[src/hdl/dfts_pkg.sv]
// dfts_pkg: shared types, codes and defaults for the dmx512 frame transmit sequencer
// used by dfts_port_seq and dmx512_frame_transmit_sequencer_top; no dependencies
`timescale 1ns / 1ps
`default_nettype none

package dfts_pkg;

    // default configuration
    localparam int DFTS_PORTS = 4;
    localparam int DFTS_SLOTS = 512;

    // field widths fixed by the word format
    localparam int CMD_W   = 2;
    localparam int PORT_W  = 2;
    localparam int ADDR_W  = 9;
    localparam int BYTE_W  = 8;
    localparam int KIND_W  = 2;
    localparam int MASK_W  = 4;

    // command codes
    localparam logic [CMD_W-1:0] CMD_WRITE    = 2'd0;
    localparam logic [CMD_W-1:0] CMD_ENABLE   = 2'd1;
    localparam logic [CMD_W-1:0] CMD_FINISHED = 2'd2;

    // symbol kinds
    localparam logic [KIND_W-1:0] KIND_BREAK = 2'd0;
    localparam logic [KIND_W-1:0] KIND_START = 2'd1;
    localparam logic [KIND_W-1:0] KIND_SLOT  = 2'd2;

    // break and start code byte
    localparam logic [BYTE_W-1:0] NULL_BYTE = 8'h00;

    // one input word, unpacked
    typedef struct packed {
        logic [CMD_W-1:0]  cmd;
        logic [PORT_W-1:0] port;
        logic [ADDR_W-1:0] slot_address;
        logic [BYTE_W-1:0] slot_value;
        logic              enable;
    } item_t;

    // result descriptor from the sequencer; slot byte comes from the store
    typedef struct packed {
        logic              emit;
        logic [PORT_W-1:0] port;
        logic              half_rate;
        logic [KIND_W-1:0] kind;
        logic              from_store;
    } result_t;

endpackage

`default_nettype wire

[src/hdl/dfts_port_seq.sv]
// dfts_port_seq: per-port frame state (run flag, phase, slot index) and next-symbol decision
// depends on dfts_pkg; drives the slot store addresses
`timescale 1ns / 1ps
`default_nettype none

module dfts_port_seq #(
    parameter int PORTS = 4,
    parameter int SLOTS = 512,
    parameter int AW    = 11
) (
    input  wire logic                   clk,
    input  wire logic                   rst_n,
    input  wire logic                   accept,
    input  wire dfts_pkg::item_t        item,
    input  wire logic [dfts_pkg::MASK_W-1:0] port_mask,
    output dfts_pkg::result_t           result,
    output logic                        wr_en,
    output logic [AW-1:0]               wr_addr,
    output logic [7:0]                  wr_data,
    output logic                        rd_en,
    output logic [AW-1:0]               rd_addr
);

    import dfts_pkg::*;

    localparam int PW  = (PORTS > 1) ? $clog2(PORTS) : 1;
    localparam int SIW = $clog2(SLOTS);

    typedef enum logic [1:0] {
        PH_IDLE  = 2'd0,
        PH_BREAK = 2'd1,
        PH_START = 2'd2,
        PH_SLOTS = 2'd3
    } phase_t;

    logic           run_reg   [PORTS];
    phase_t         phase_reg [PORTS];
    logic [SIW-1:0] idx_reg   [PORTS];

    logic           in_range;
    logic           is_out;
    logic [PW-1:0]  pi;
    logic           cur_run;
    phase_t         cur_phase;
    logic [SIW-1:0] cur_idx;
    logic [SIW-1:0] idx_inc;
    logic [AW-1:0]  base;

    logic           upd;
    logic           run_next;
    phase_t         phase_next;
    logic [SIW-1:0] idx_next;
    logic [SIW-1:0] rd_slot;
    result_t        res;
    logic           rd_req;

    // port lookup
    assign in_range  = (32'(item.port) < PORTS);
    assign is_out    = port_mask[item.port];
    assign pi        = in_range ? PW'(item.port) : '0;
    assign cur_run   = run_reg[pi];
    assign cur_phase = phase_reg[pi];
    assign cur_idx   = idx_reg[pi];
    assign idx_inc   = cur_idx + 1'b1;
    assign base      = AW'(pi) * AW'(SLOTS);

    // next state and result for the addressed port
    always_comb
    begin
        upd        = 1'b0;
        run_next   = cur_run;
        phase_next = cur_phase;
        idx_next   = cur_idx;
        rd_slot    = '0;
        rd_req     = 1'b0;
        res        = '0;
        res.port   = item.port;
        if (in_range && is_out)
        begin
            unique case (item.cmd)
                CMD_ENABLE:
                begin
                    if (item.enable && !cur_run)
                    begin
                        upd           = 1'b1;
                        run_next      = 1'b1;
                        phase_next    = PH_BREAK;
                        idx_next      = '0;
                        res.emit      = 1'b1;
                        res.half_rate = 1'b1;
                        res.kind      = KIND_BREAK;
                    end
                    else if (!item.enable && cur_run)
                    begin
                        upd      = 1'b1;
                        run_next = 1'b0;
                    end
                end
                CMD_FINISHED:
                begin
                    unique case (cur_phase)
                        PH_BREAK:
                        begin
                            upd        = 1'b1;
                            phase_next = PH_START;
                            res.emit   = 1'b1;
                            res.kind   = KIND_START;
                        end
                        PH_START:
                        begin
                            upd = 1'b1;
                            if (!cur_run)
                            begin
                                phase_next = PH_IDLE;
                            end
                            else
                            begin
                                phase_next     = PH_SLOTS;
                                idx_next       = '0;
                                rd_slot        = '0;
                                rd_req         = 1'b1;
                                res.emit       = 1'b1;
                                res.kind       = KIND_SLOT;
                                res.from_store = 1'b1;
                            end
                        end
                        PH_SLOTS:
                        begin
                            upd = 1'b1;
                            if (cur_idx != SIW'(SLOTS - 1))
                            begin
                                idx_next       = idx_inc;
                                rd_slot        = idx_inc;
                                rd_req         = 1'b1;
                                res.emit       = 1'b1;
                                res.kind       = KIND_SLOT;
                                res.from_store = 1'b1;
                            end
                            else
                            begin
                                idx_next = '0;
                                if (!cur_run)
                                begin
                                    phase_next = PH_IDLE;
                                end
                                else
                                begin
                                    phase_next    = PH_BREAK;
                                    res.emit      = 1'b1;
                                    res.half_rate = 1'b1;
                                    res.kind      = KIND_BREAK;
                                end
                            end
                        end
                        default:
                        begin
                            upd = 1'b0;
                        end
                    endcase
                end
                default:
                begin
                    upd = 1'b0;
                end
            endcase
        end
    end

    // per-port state registers
    always_ff @(posedge clk or negedge rst_n)
    begin
        if (!rst_n)
        begin
            for (int i = 0; i < PORTS; i++)
            begin
                run_reg[i]   <= 1'b0;
                phase_reg[i] <= PH_IDLE;
                idx_reg[i]   <= '0;
            end
        end
        else if (accept && upd)
        begin
            run_reg[pi]   <= run_next;
            phase_reg[pi] <= phase_next;
            idx_reg[pi]   <= idx_next;
        end
    end

    // slot store access, writes are taken whatever the mask says
    assign wr_en   = accept && in_range && (item.cmd == CMD_WRITE)
                     && (32'(item.slot_address) < SLOTS);
    assign wr_addr = base + AW'(SIW'(item.slot_address));
    assign wr_data = item.slot_value;
    assign rd_en   = accept && rd_req;
    assign rd_addr = base + AW'(rd_slot);
    assign result  = res;

endmodule

`default_nettype wire

[config.mk]
export PLATFORM = sky130hd
export DESIGN_NAME = dfts_port_seq
export DESIGN_NICKNAME = d
export VERILOG_FILES = /design/src/hdl/dfts_pkg.sv /design/src/hdl/dfts_port_seq.sv
export SDC_FILE = /design/constraint.sdc
export NUM_CORES = 1
export LEC_CHECK = 0
export BUFFER_PORTS_ARGS = -buffer_cell sky130_fd_sc_hd__buf_2
export CORE_MARGIN = 10
export CORE_UTILIZATION = 51
export CTS_BUF_LIST = sky130_fd_sc_hd__clkbuf_4 sky130_fd_sc_hd__clkbuf_8
export DETAILED_ROUTE_END_ITERATION = 8
export HOLD_SLACK_MARGIN = 0.05
export PLACE_DENSITY = 0.82
export SYNTH_ARGS = -nofsm -noshare
export SYNTH_HDL_FRONTEND = slang
export SYNTH_SLANG_ARGS = --single-unit
[constraint.sdc]
create_clock -name clk -period 2.6 [get_ports clk]
set_input_delay 0.13 -clock clk [delete_from_list [all_inputs] [get_ports clk]]
set_output_delay 0.13 -clock clk [all_outputs]
set_load 0.005 [all_outputs]
==> metrics.md, run 1 <==
| Metric | Value |
|---|---|
| Core Region | 5608 µm² |
| Setup violators final | 11 |
| Post-Route WL | 7406 µm |
| Initial antenna violation count | 0 |
| Final Wtd Congestion | 0.8552 |
| Final cycle utilization of the critical path | 102.7% |
| Path type of the worst setup path | reg2out |
| #FFs+latches synth | 48 |
| Clock Tree Root | clkbuf_8 |
| N_diodes | 0 |
| Starting Density | 53.68% |
| Main synth FF type | dfrtp_1 |
| Die Footprint | 9376 µm² |
| First-pass GRT wire length | 12350 µm |
| Placed instance count | 397 |
| Clk buf depth | 2 |
| Min cycle time layout | 2671 ps |
| Area occupied by multi-input gates | 1585 µm² |
| CTS sink cnt | 48 |
| Reg area | 1201 µm² |
| Chip width | 96.83 µm |
| Most frequent cells in the layout | 58 x nor2_1, 49 x a21oi_1, 48 x dfrtp_1, 34 x buf_4, 33 x buf_2 |
| Pwr dens | 793.2 nW/µm² |
| IO buf count | 33 |
| PnR worst setup slack | -71.20 ps |
| Largest net degree at the start of global routing | 49 |
| Hold Path Class | in2async |
| Setup TNS | -476.0 ps |
| Post-synth EDFFs | 0 |
| Std cell rows | 27 |
| Syn nets | 339 |
| Sequential share of power | 40.1% |
| CP endpoint kind | output port |
| Fin util | 62.03% |
| Commonest non-fill, non-tap cell in the layout | nor2_1 |
| Syn Std Cell Area | 3010 µm² |
| Fillers | 458 |
| Total CTS buffers | 5 |
| Cells after Synth | 303 |
| Status | finished, violations left |
| Internal power | 0.001835 W |
| Worst setup SP type | flip-flop |
| Via/cell ratio | 5.823 |
| Ports | 68 |
| CP startpoint | idx_reg[1] |
| Final ANT Viol Nets | 0 |
| Share of cells above drive strength 1 | 35.19% |
| Leak pwr | 1.605 nW |
| Clock Skew | 9.008 ps |
| First-iteration detailed-routing DRC count | 150 |
| Number of flip-flops in the largest register | 36 |
| Switch share | 33.50% |
| Clk slew on worst S/H paths | 90 ps |
| Synth warn | 0 |
| Post-synth cell types | 45 |
| Clock Power Share | 23.6% |
| Slew headroom | 29.34% |
| Max Freq | 374.4 MHz |
| Hold-fix buffers, CTS | 0 |
| Arrival @ worst endpoint | 2540 ps |
| RSZ-0062 raised after global routing | true |
| Die Y | 96.83 µm |
| Crit path max fanout | 4 |
| Failing checks | setup timing |
| Via count | 2405 |
| CTS tree | built |
| Reg2reg start | idx_reg[1] |
| CTS H-tree lvls | 2 |
| Gr usage total | 15.49% |
| Post-synthesis sequential area ratio | 39.90% |
| Final hold viol count | 0 |
| Max-Cap Viols | 0 |
| Required @ worst endpoint | 2470 ps |
| Power, Total | 0.002759 W |
| Vias in the first global route | 2477 |
| Final Max Tran Viols | 0 |
| Detailed Place HPWL | 5328 µm |
| Routed wire per std cell | 17.93 µm |
| VDD IR max | 0.4343 mV |
| Switching power total | 0.0009242 W |
| Layout area overhead | 15.54% |
| Cell Count, Final, Fillers Out | 413 |
| Detailed Routing Iterations Pass 1 | 4 |
| Worst-margin pin slew | 1060 ps |
| Clk Latency, worst-skew pair | 310 ps |
| Fin nets | 376 |
| DRC violations left | 0 |
| Total gr overflow | 0 |
| Gate power share | 36.4% |
| Ys async rst share | 100.0% |
| Syn Area/Cell | 9.935 µm² |
==> cell usage after synthesis, types with 4 or more instances <==
library cell,instances,area [µm²]
buf_4,26,195.2
buf_2,8,40.04
and2_1,4,25.02
nor2_1,61,229.0
and3_1,7,43.79
a21oi_1,50,250.2
inv_1,11,41.29
mux4_2,10,225.2
mux2i_1,9,90.09
nand2_1,9,33.78
ha_1,7,87.58
nand3_1,4,20.02
dfrtp_1,48,1201
==> critical path, stage by stage (launching register included) <==
cell and delay [ps]:
dfrtp_1 400, mux4_2 540, ha_4 190, and3_4 150
and3_4 160, ha_4 160, inv_4 60, mux2i_1 80
nor2_1 200, and3_1 180, buf_2 110
==> per-stage QoR <==
step                hold slack [ps]  setup slack (ps)  cell area (µm²)
finish                        10.35            -71.20             3478
global route                  96.09            -146.7             3478
CTS                           50.25            -42.62             3400
detailed placement            260.0            -108.9             3188
global placement              260.0             11.13             3188
floorplan                    -165.6             135.8             3010
==> what timing repair did <==
| action | 4_1_cts | 5_1_grt |
|---|---|---|
| hold endpoints to repair | 0 | 0 |
| endpoints found under the setup margin | 22 | 34 |
| gates resized for setup | 9 | 14 |
| pin swaps | 7 | 6 |
| setup buffers | 5 | 3 |
==> final timing paths <==
check | end | slack (ps) | depth (start not counted)
hold / removal | idx_reg[8] | 10 | 1
hold reg to reg | idx_reg[4] | 530 | 2
setup reg to reg | idx_reg[13] | 50 | 12
max in group asynchronous | idx_reg[18] | 1940 | 1
setup / recovery | result[2] | -70 | 10
min in group clk | run_reg[1] | 240 | 3
==> cell type report <==
cell class | instances | area share [%]
clock buffers | 5 | 1.978
clock inverters | 3 | 1.978
inverters | 11 | 1.259
multi-input cells | 207 | 45.58
flip-flops and latches | 48 | 34.53
well taps | 72 | 2.590
repair buffers | 67 | 12.09
==> per-layer routing <==
layer  routed length, µm  up-vias  global-route usage, %  share of wire, %
met5                   0        -                      0                 0
met4                 131        0                  4.848               1.8
met3                 497       16                  3.762               6.7
met2                3821       99                  27.51                52
met1                2955     1181                  17.77                40
li1                    -     1109                      -                 -
==> kinds of logic (layout without fill, tap and decap cells) <==
group / after synthesis / after routing / synth area share (%)
and+or+nand+nor: 101 / 101 / 17.08
xor gates and xnor gates: 6 / 6 / 1.995
DFF: 48 / 48 / 39.90
adders and majority gates: 7 / 7 / 2.909
AOI/OAI and AO/OA: 71 / 71 / 15.09
muxes: 22 / 22 / 12.59
buffers and inverters: 48 / 86 / 10.43
==> power by group through the flow <==
stage	Sequential, W	Clock [W]	Combinational, W
finish	0.00111	0.000650	0.00100
global route	0.00114	0.000683	0.00112
CTS	0.00111	0.000660	0.000966
detailed placement	0.00112	0	0.000921
global placement	0.00110	0	0.000884
floorplan	0.00107	0	0.000690
(Power assumes the default switching activity.)
==> run 2, diff against run 1 <==
- ABC_AREA: not set -> 1
- PLACE_DENSITY: 0.82 -> 0.81
==> run 2 against run 1 <==
Effect of this change:
- cell area is 0.58% lower
- via count is 28% higher
- the run now ends clean
- clock power is 27% lower
- setup slack better by 180 ps
- synthesized cell count is 54% higher
- count of clock-buffer cells in the layout is 2 higher
- clock skew is 1.3 ps lower
- largest cell class unchanged
- register-to-register slack better by 310 ps
- fmax is 7.4% higher
- routed wire length is 15% higher
==> metrics.md, run 2 <==
| Metric | Value |
|---|---|
| First-iteration detailed-routing DRC count | 281 (+87%) |
| Final Wtd Congestion | 0.9612 (+12%) |
| Slowest CP cell | dfrtp_1 |
| Worst-margin pin slew | 1075 ps (+15.37 ps) |
| Detailed Routing Iterations Pass 1 | 5 (+1) |
| Slew headroom | 28.31% (-1.0 points) |
| Top-count cell post-synth | nand2_1 |
| Synth area leaders | dfrtp_1 37%, nand2_1 30%, buf_4 7.5% |
| Main synth FF type | dfrtp_1 |
| Syn nets | 503 (+48%) |
| CTS tree | built |
| Clk Latency, worst-skew pair | 310 ps (about the same) |
| Min cycle time layout | 2488 ps (-183.1 ps) |
| Final Max Tran Viols | 0 (unchanged) |
| Buf/Inv on CP | 3 (+1) |
| Hold Path Class | in2out |
| Path type of the worst setup path | reg2out |
| Max-Cap Viols | 0 (unchanged) |
| Critical Path Max Stage Delay | 400 ps (-140 ps) |
| Std cell rows | 28 (+3.7%) |
| Area post-placement | 3304 µm² (+3.6%) |
| Post-synth cell types | 31 (-31%) |
| Syn Area/Cell | 6.883 µm² (-31%) |
| Syn Std Cell Area | 3214 µm² (+6.8%) |
| Leading area contributor after synthesis | dfrtp_1 |
| Leak pwr | 1.982 nW (+24%) |
| #FFs+latches synth | 48 (unchanged) |
| Fin nets | 525 (+40%) |
| Post-synthesis sequential area ratio | 37.37% (-2.5 points) |
| Final cycle utilization of the critical path | 95.70% (-7.0 points) |
| Most used cell, CP | nand2_1 |
| Post-synth EDFFs | 0 (unchanged) |
| Detailed Place HPWL | 6200 µm (+16%) |
| Status | finished, final reports clean |
| Fin util | 57.39% (-4.6 points) |
| Ys async rst share | 100.0% (unchanged) |
| Top delay family on crit path | simple AND/OR/NAND/NOR gates |
| Die Y | 99.39 µm (+2.6%) |
| Final ANT Viol Nets | 0 (unchanged) |
| Final hold viol count | 0 (unchanged) |
| Largest net degree at the start of global routing | 49 (unchanged) |
| Die Footprint | 9878 µm² (+5.4%) |
| N_diodes | 0 (unchanged) |
| Pre-CTS WS | 127.9 ps (+236.8 ps) |
| Clk slew on worst S/H paths | 90 ps (about the same) |
| Total CTS buffers | 5 (unchanged) |
| Clock Skew | 7.737 ps (-1.270 ps) |
| Layout area overhead | 7.591% |
| Initial antenna violation count | 0 (unchanged) |
| CTS sink cnt | 48 (unchanged) |
| Via count | 3075 (+28%) |
| DRC violations left | 0 (unchanged) |
| Pwr dens | 402.3 nW/µm² (-49%) |
| Clock Tree Root | clkbuf_8 |
| Gr usage total | 17.13% (+1.6 points) |
| IO buf count | 33 (unchanged) |
| Most common library cells after synthesis | 257 x nand2_1, 48 x dfrtp_1, 32 x buf_4 |
| Share of cells above drive strength 1 | 20.20% (-15 points) |
| Core Region | 6026 µm² (+7.5%) |
| CTS H-tree lvls | 2 (unchanged) |
| Design Area, Final | 3458 µm² (-0.58%) |
| Routed wire per std cell | 15.11 µm (-16%) |
| Required @ worst endpoint | 2470 ps (about the same) |
| Critical path cell sequence | nand2_1 -> nand2_1 -> nor2_2 -> inv_2 -> ha_2 -> nand2_2 -> nor2_4 -> nand3_2 -> nor2_2 -> ha_2 -> nor2_4 -> inv_2 -> nand2_1 -> nand3_2 -> nor2_1 -> buf_2 |
| Number of flip-flops in the largest register | 36 (unchanged) |
| Worst setup SP type | flip-flop |
| Most frequent cells in the layout | 256 x nand2_1, 48 x dfrtp_1, 34 x buf_2, 21 x inv_1, 21 x nand3_1 |
| PnR worst setup slack | 111.9 ps (+183.1 ps) |
| First-pass GRT wire length | 13930 µm (+13%) |
| Chip width | 99.39 µm (+2.6%) |
| Crit path max fanout | 5 (+1) |
| Synth warn | 0 (unchanged) |
| Commonest non-fill, non-tap cell in the layout | nand2_1 |
| Post-Route WL | 8535 µm (+15%) |
| Arrival @ worst endpoint | 2360 ps (-180 ps) |
| Max Freq | 401.9 MHz (+7.4%) |
| Power, Total | 0.001391 W (-50%) |
| Vias in the first global route | 2942 (+19%) |
| Ports | 68 (unchanged) |
| Setup violators final | 0 (-11) |
| Area share of the largest cell type after synthesis | 37.37% (-2.5 points) |
| Via/cell ratio | 5.442 (-6.5%) |
| CP endpoint kind | output port |
| VDD IR max | 0.3000 mV (-31%) |
| Total gr overflow | 0 (unchanged) |
| Clk buf depth | 2 (unchanged) |
| Starting Density | 53.34% (-0.34 points) |
| Cells after Synth | 467 (+54%) |
==> run 2: changes by cell type after synthesis, moves of 10 or more <==
cell,change
nand2_1,+248
nand3_1,+19
nor2_1,-46
inv_1,+12
a21oi_1,-47
mux4_2,-10
==> run 2: kinds of logic after synthesis <==
group / share of synthesized area (%)
adders and majority gates: 2.725
AOI/OAI and AO/OA: 2.881
DFF: 37.37
and+or+nand+nor: 44.10
xor gates and xnor gates: 0.2725
buffers and inverters: 12.65
==> run 2: area by class of cell <==
type,instances,area [µm²]
inverter,30,117.6
clock inverter,1,7.507
multi-input combinational,352,1637
tap,75,93.84
fill,578,2567
clock buffer,7,90.09
sequential,48,1201
timing repair buffer,52,311.5
==> run 2: worst register-to-register path, delay by kind of cell, from the launching register on <==
kind / cells / cell delay, ps
and+or+nand+nor: 13 / 1090
adders and majority gates: 2 / 400
DFF: 1 / 380
buffers and inverters: 2 / 250
==> run 2: final timing paths <==
kind | start | to | slack, ps | cells past startpoint
worst max-delay path | idx_reg[18] | result[2] | 110 | 16
worst min-delay path | item[12] | wr_addr[3] | 260 | 0
worst max register to register | idx_reg[19] | idx_reg[1] | 360 | 17
worst min register to register | phase_reg[5] | phase_reg[5] | 480 | 2
max in group asynchronous | rst_n | idx_reg[26] | 1380 | 2
min in group asynchronous | rst_n | idx_reg[28] | 560 | 2
==> run 2: layer usage <==
layer,global-route usage [%],wire length (µm),vias to the layer above
li1,-,-,1459
met1,21.15,3672,1456
met2,27.40,3959,126
met3,3.114,613,34
met4,9.813,289,0
met5,0,0,-
==> run 2: through the flow <==
step           setup TNS (ps)  hold slack (ps)  std cells
2_1_floorplan               0           -165.6        467
3_5_place_dp                0            260.0        554
3_3_place_gp                0            260.0        554
6_report                    0            260.0        565
5_1_grt                -24.98            260.0        565
4_1_cts                     0            260.0        563
==> run 2: what timing repair did <==
action	in CTS	in global routing
resized for setup	1	11
pin swaps	0	4
hold buffers	1	0
endpoints found under the setup margin	6	13
gates cloned	0	1
hold endpoints to repair	1	0
buffers inserted	0	1
==> run 2: power by group <==
| part | internal, W | switching (W) | total [W] |
|---|---|---|---|
| Clock | 0.000227 | 0.000251 | 0.000477 |
| Combinational | 0.0000452 | 0.000107 | 0.000153 |
| Sequential | 0.000757 | 0.00000447 | 0.000761 |
==> run 3, diff against run 2 <==
- MAX_ROUTING_LAYER: not set -> met4
==> run 3 against run 2 <==
Effect of this change:
- critical path depth is 1 lower
- setup slack better by 30 ps
- global-route usage is 0.83 points higher
- routed wire length is 0.47% higher
==> metrics.md, run 3 (synthesis results as in run 2) <==
| Metric | Value |
|---|---|
| Status | finished, final reports clean |
| Via count | 3051 (-0.78%) |
| Starting Density | 53.34% (unchanged) |
| Min cycle time layout | 2458 ps (-30.14 ps) |
| GR Util met3 | 2.768% (-0.35 points) |
| Design Area, Final | 3501 µm² (+1.2%) |
| Clock Tree Root | clkbuf_8 |
| Required @ worst endpoint | 2470 ps (about the same) |
| Grt peak-use layer | met2 |
| Reg2reg setup slack | 200 ps (-160 ps) |
| Routed wire per std cell | 15.02 µm (-0.59%) |
| Fin nets | 531 (+1.1%) |
| CTS H-tree lvls | 2 (unchanged) |
| VDD IR max | 0.2875 mV (-4.2%) |
| Most frequent cells in the layout | 256 x nand2_1, 48 x dfrtp_1, 34 x buf_2, 23 x buf_4 |
| Slew headroom | 29.83% (+1.5 points) |
| GR Layer Usage met2 | 29.36% (+2.0 points) |
| Final ANT Viol Nets | 0 (unchanged) |
| Detailed Place HPWL | 6166 µm (-0.56%) |
| Final Max Tran Viols | 0 (unchanged) |
| Max Freq | 406.8 MHz (+1.2%) |
| Std cell rows | 28 (unchanged) |
| Path type of the worst setup path | reg2out |
| Global Route met1 Usage | 22.08% (+0.93 points) |
| Initial antenna violation count | 0 (unchanged) |
| Final cycle utilization of the critical path | 94.54% (-1.2 points) |
| DRC violations left | 0 (unchanged) |
| Core Region | 6026 µm² (unchanged) |
| Die Y | 99.39 µm (unchanged) |
| Number of flip-flops in the largest register | 36 (unchanged) |
| Final Wtd Congestion | 0.9532 (-0.83%) |
| Clock Skew | 7.090 ps (-0.6471 ps) |
| Pwr dens | 395.2 nW/µm² (-1.8%) |
| Worst-margin pin slew | 1052 ps (-22.79 ps) |
| Total gr overflow | 0 (unchanged) |
| Vias in the first global route | 2945 (+0.10%) |
| Gr usage total | 17.96% (+0.83 points) |
| Layout area overhead | 8.914% |
| IO buf count | 33 (unchanged) |
| Max-Cap Viols | 0 (unchanged) |
| Final hold viol count | 0 (unchanged) |
| N_diodes | 0 (unchanged) |
| Total CTS buffers | 5 (unchanged) |
| Crit path max fanout | 5 (unchanged) |
| Critical Path Max Stage Delay | 400 ps (about the same) |
| Clk Latency, worst-skew pair | 300 ps (about the same) |
| Setup violators final | 0 (unchanged) |
| Hold-fix buffers, CTS | 0 (-1) |
| Clk buf depth | 2 (unchanged) |
| Arrival @ worst endpoint | 2330 ps (-30 ps) |
| Top delay family on crit path | simple AND/OR/NAND/NOR gates |
| Setup TNS | 0 ps (unchanged) |
| Largest net degree at the start of global routing | 49 (unchanged) |
| Share of cells above drive strength 1 | 21.37% (+1.2 points) |
| Critical path cell sequence | nand2_1 -> nand2_1 -> nor2_2 -> inv_2 -> ha_2 -> nand2_2 -> nor2_4 -> nand3_2 -> nor2_2 -> ha_1 -> nor2_4 -> buf_6 -> nand3_1 -> nor2_1 -> buf_2 |
| Die Footprint | 9878 µm² (unchanged) |
| Worst setup SP type | flip-flop |
| First-pass GRT wire length | 14410 µm (+3.5%) |
| Ports | 68 (unchanged) |
| Commonest non-fill, non-tap cell in the layout | nand2_1 |
| Detailed Routing Iterations Pass 1 | 5 (unchanged) |
| Area post-placement | 3312 µm² (+0.23%) |
| Fin util | 58.10% (+0.71 points) |
| CTS sink cnt | 48 (unchanged) |
| Clk slew on worst S/H paths | 80 ps (about the same) |
| CTS tree | built |
| Via/cell ratio | 5.343 (-1.8%) |
| Power, Total | 0.001383 W (-0.56%) |
| Chip width | 99.39 µm (unchanged) |
| Post-Route WL | 8575 µm (+0.47%) |
| Leak pwr | 2.022 nW (+2.0%) |
| Slowest CP cell | dfrtp_1 |
| Buf/Inv on CP | 3 (unchanged) |
| First-iteration detailed-routing DRC count | 517 (+84%) |
| Hold Path Class | in2async |
| CP endpoint kind | output port |
## run 3: cell types whose count changed in the layout (fill, tap and decap cells not counted), sizes merged
cell / previous run / this run
clkbuf: 7 / 8
dlygate4sd3: 1 / 0
buf: 51 / 58
clkinvlp: 1 / 0
## run 3: timing repair
item / CTS / global route
cloned: 0 / 1
pin swaps: 0 / 5
gates resized for setup: 2 / 10
endpoints found under the setup margin: 6 / 18
buffers inserted: 0 / 7
## run 3: per-layer routing
| metal | vias up | wire, µm |
|---|---|---|
| li1 | 1473 | - |
| met1 | 1418 | 3552 |
| met2 | 134 | 4149 |
| met3 | 26 | 672 |
| met4 | 0 | 200 |
| met5 | - | 0 |
## run 3: path summary, 6_finish.rpt
path | startpoint | endpoint | cells after the start
worst max-delay path | idx_reg[27] | rd_addr[6] | 15
worst min-delay path | rst_n | idx_reg[20] | 1
worst max register to register | idx_reg[1] | idx_reg[1] | 18
worst min register to register | phase_reg[2] | phase_reg[2] | 2
max in group asynchronous | rst_n | idx_reg[26] | 1
min in group clk | item[12] | wr_addr[3] | 0
## run 3: where the power goes
group | switching, W | internal, W | leakage, nW
sequential | 0.00000455 | 0.000757 | 0.661
clock | 0.000236 | 0.000238 | 0.0523
combinational | 0.000104 | 0.0000438 | 1.31
## run 3: final cells by class
cell class | count | area (µm²)
sequential | 48 | 1201
inverter | 30 | 117.6
clock buffer | 8 | 97.59
tap | 75 | 93.84
multi-input combinational | 352 | 1637
timing repair buffer | 58 | 354.1
fill | 554 | 2525
## run 3: metrics by stage
stage	hold WS [ps]	std cells	setup slack, ps
3_3_place_gp	260.0	555	176.1
2_1_floorplan	-165.6	467	330.1
4_1_cts	52.14	563	-18.69
5_1_grt	110.6	571	-12.57
6_report	17.08	571	142.0
3_5_place_dp	260.0	555	65.81
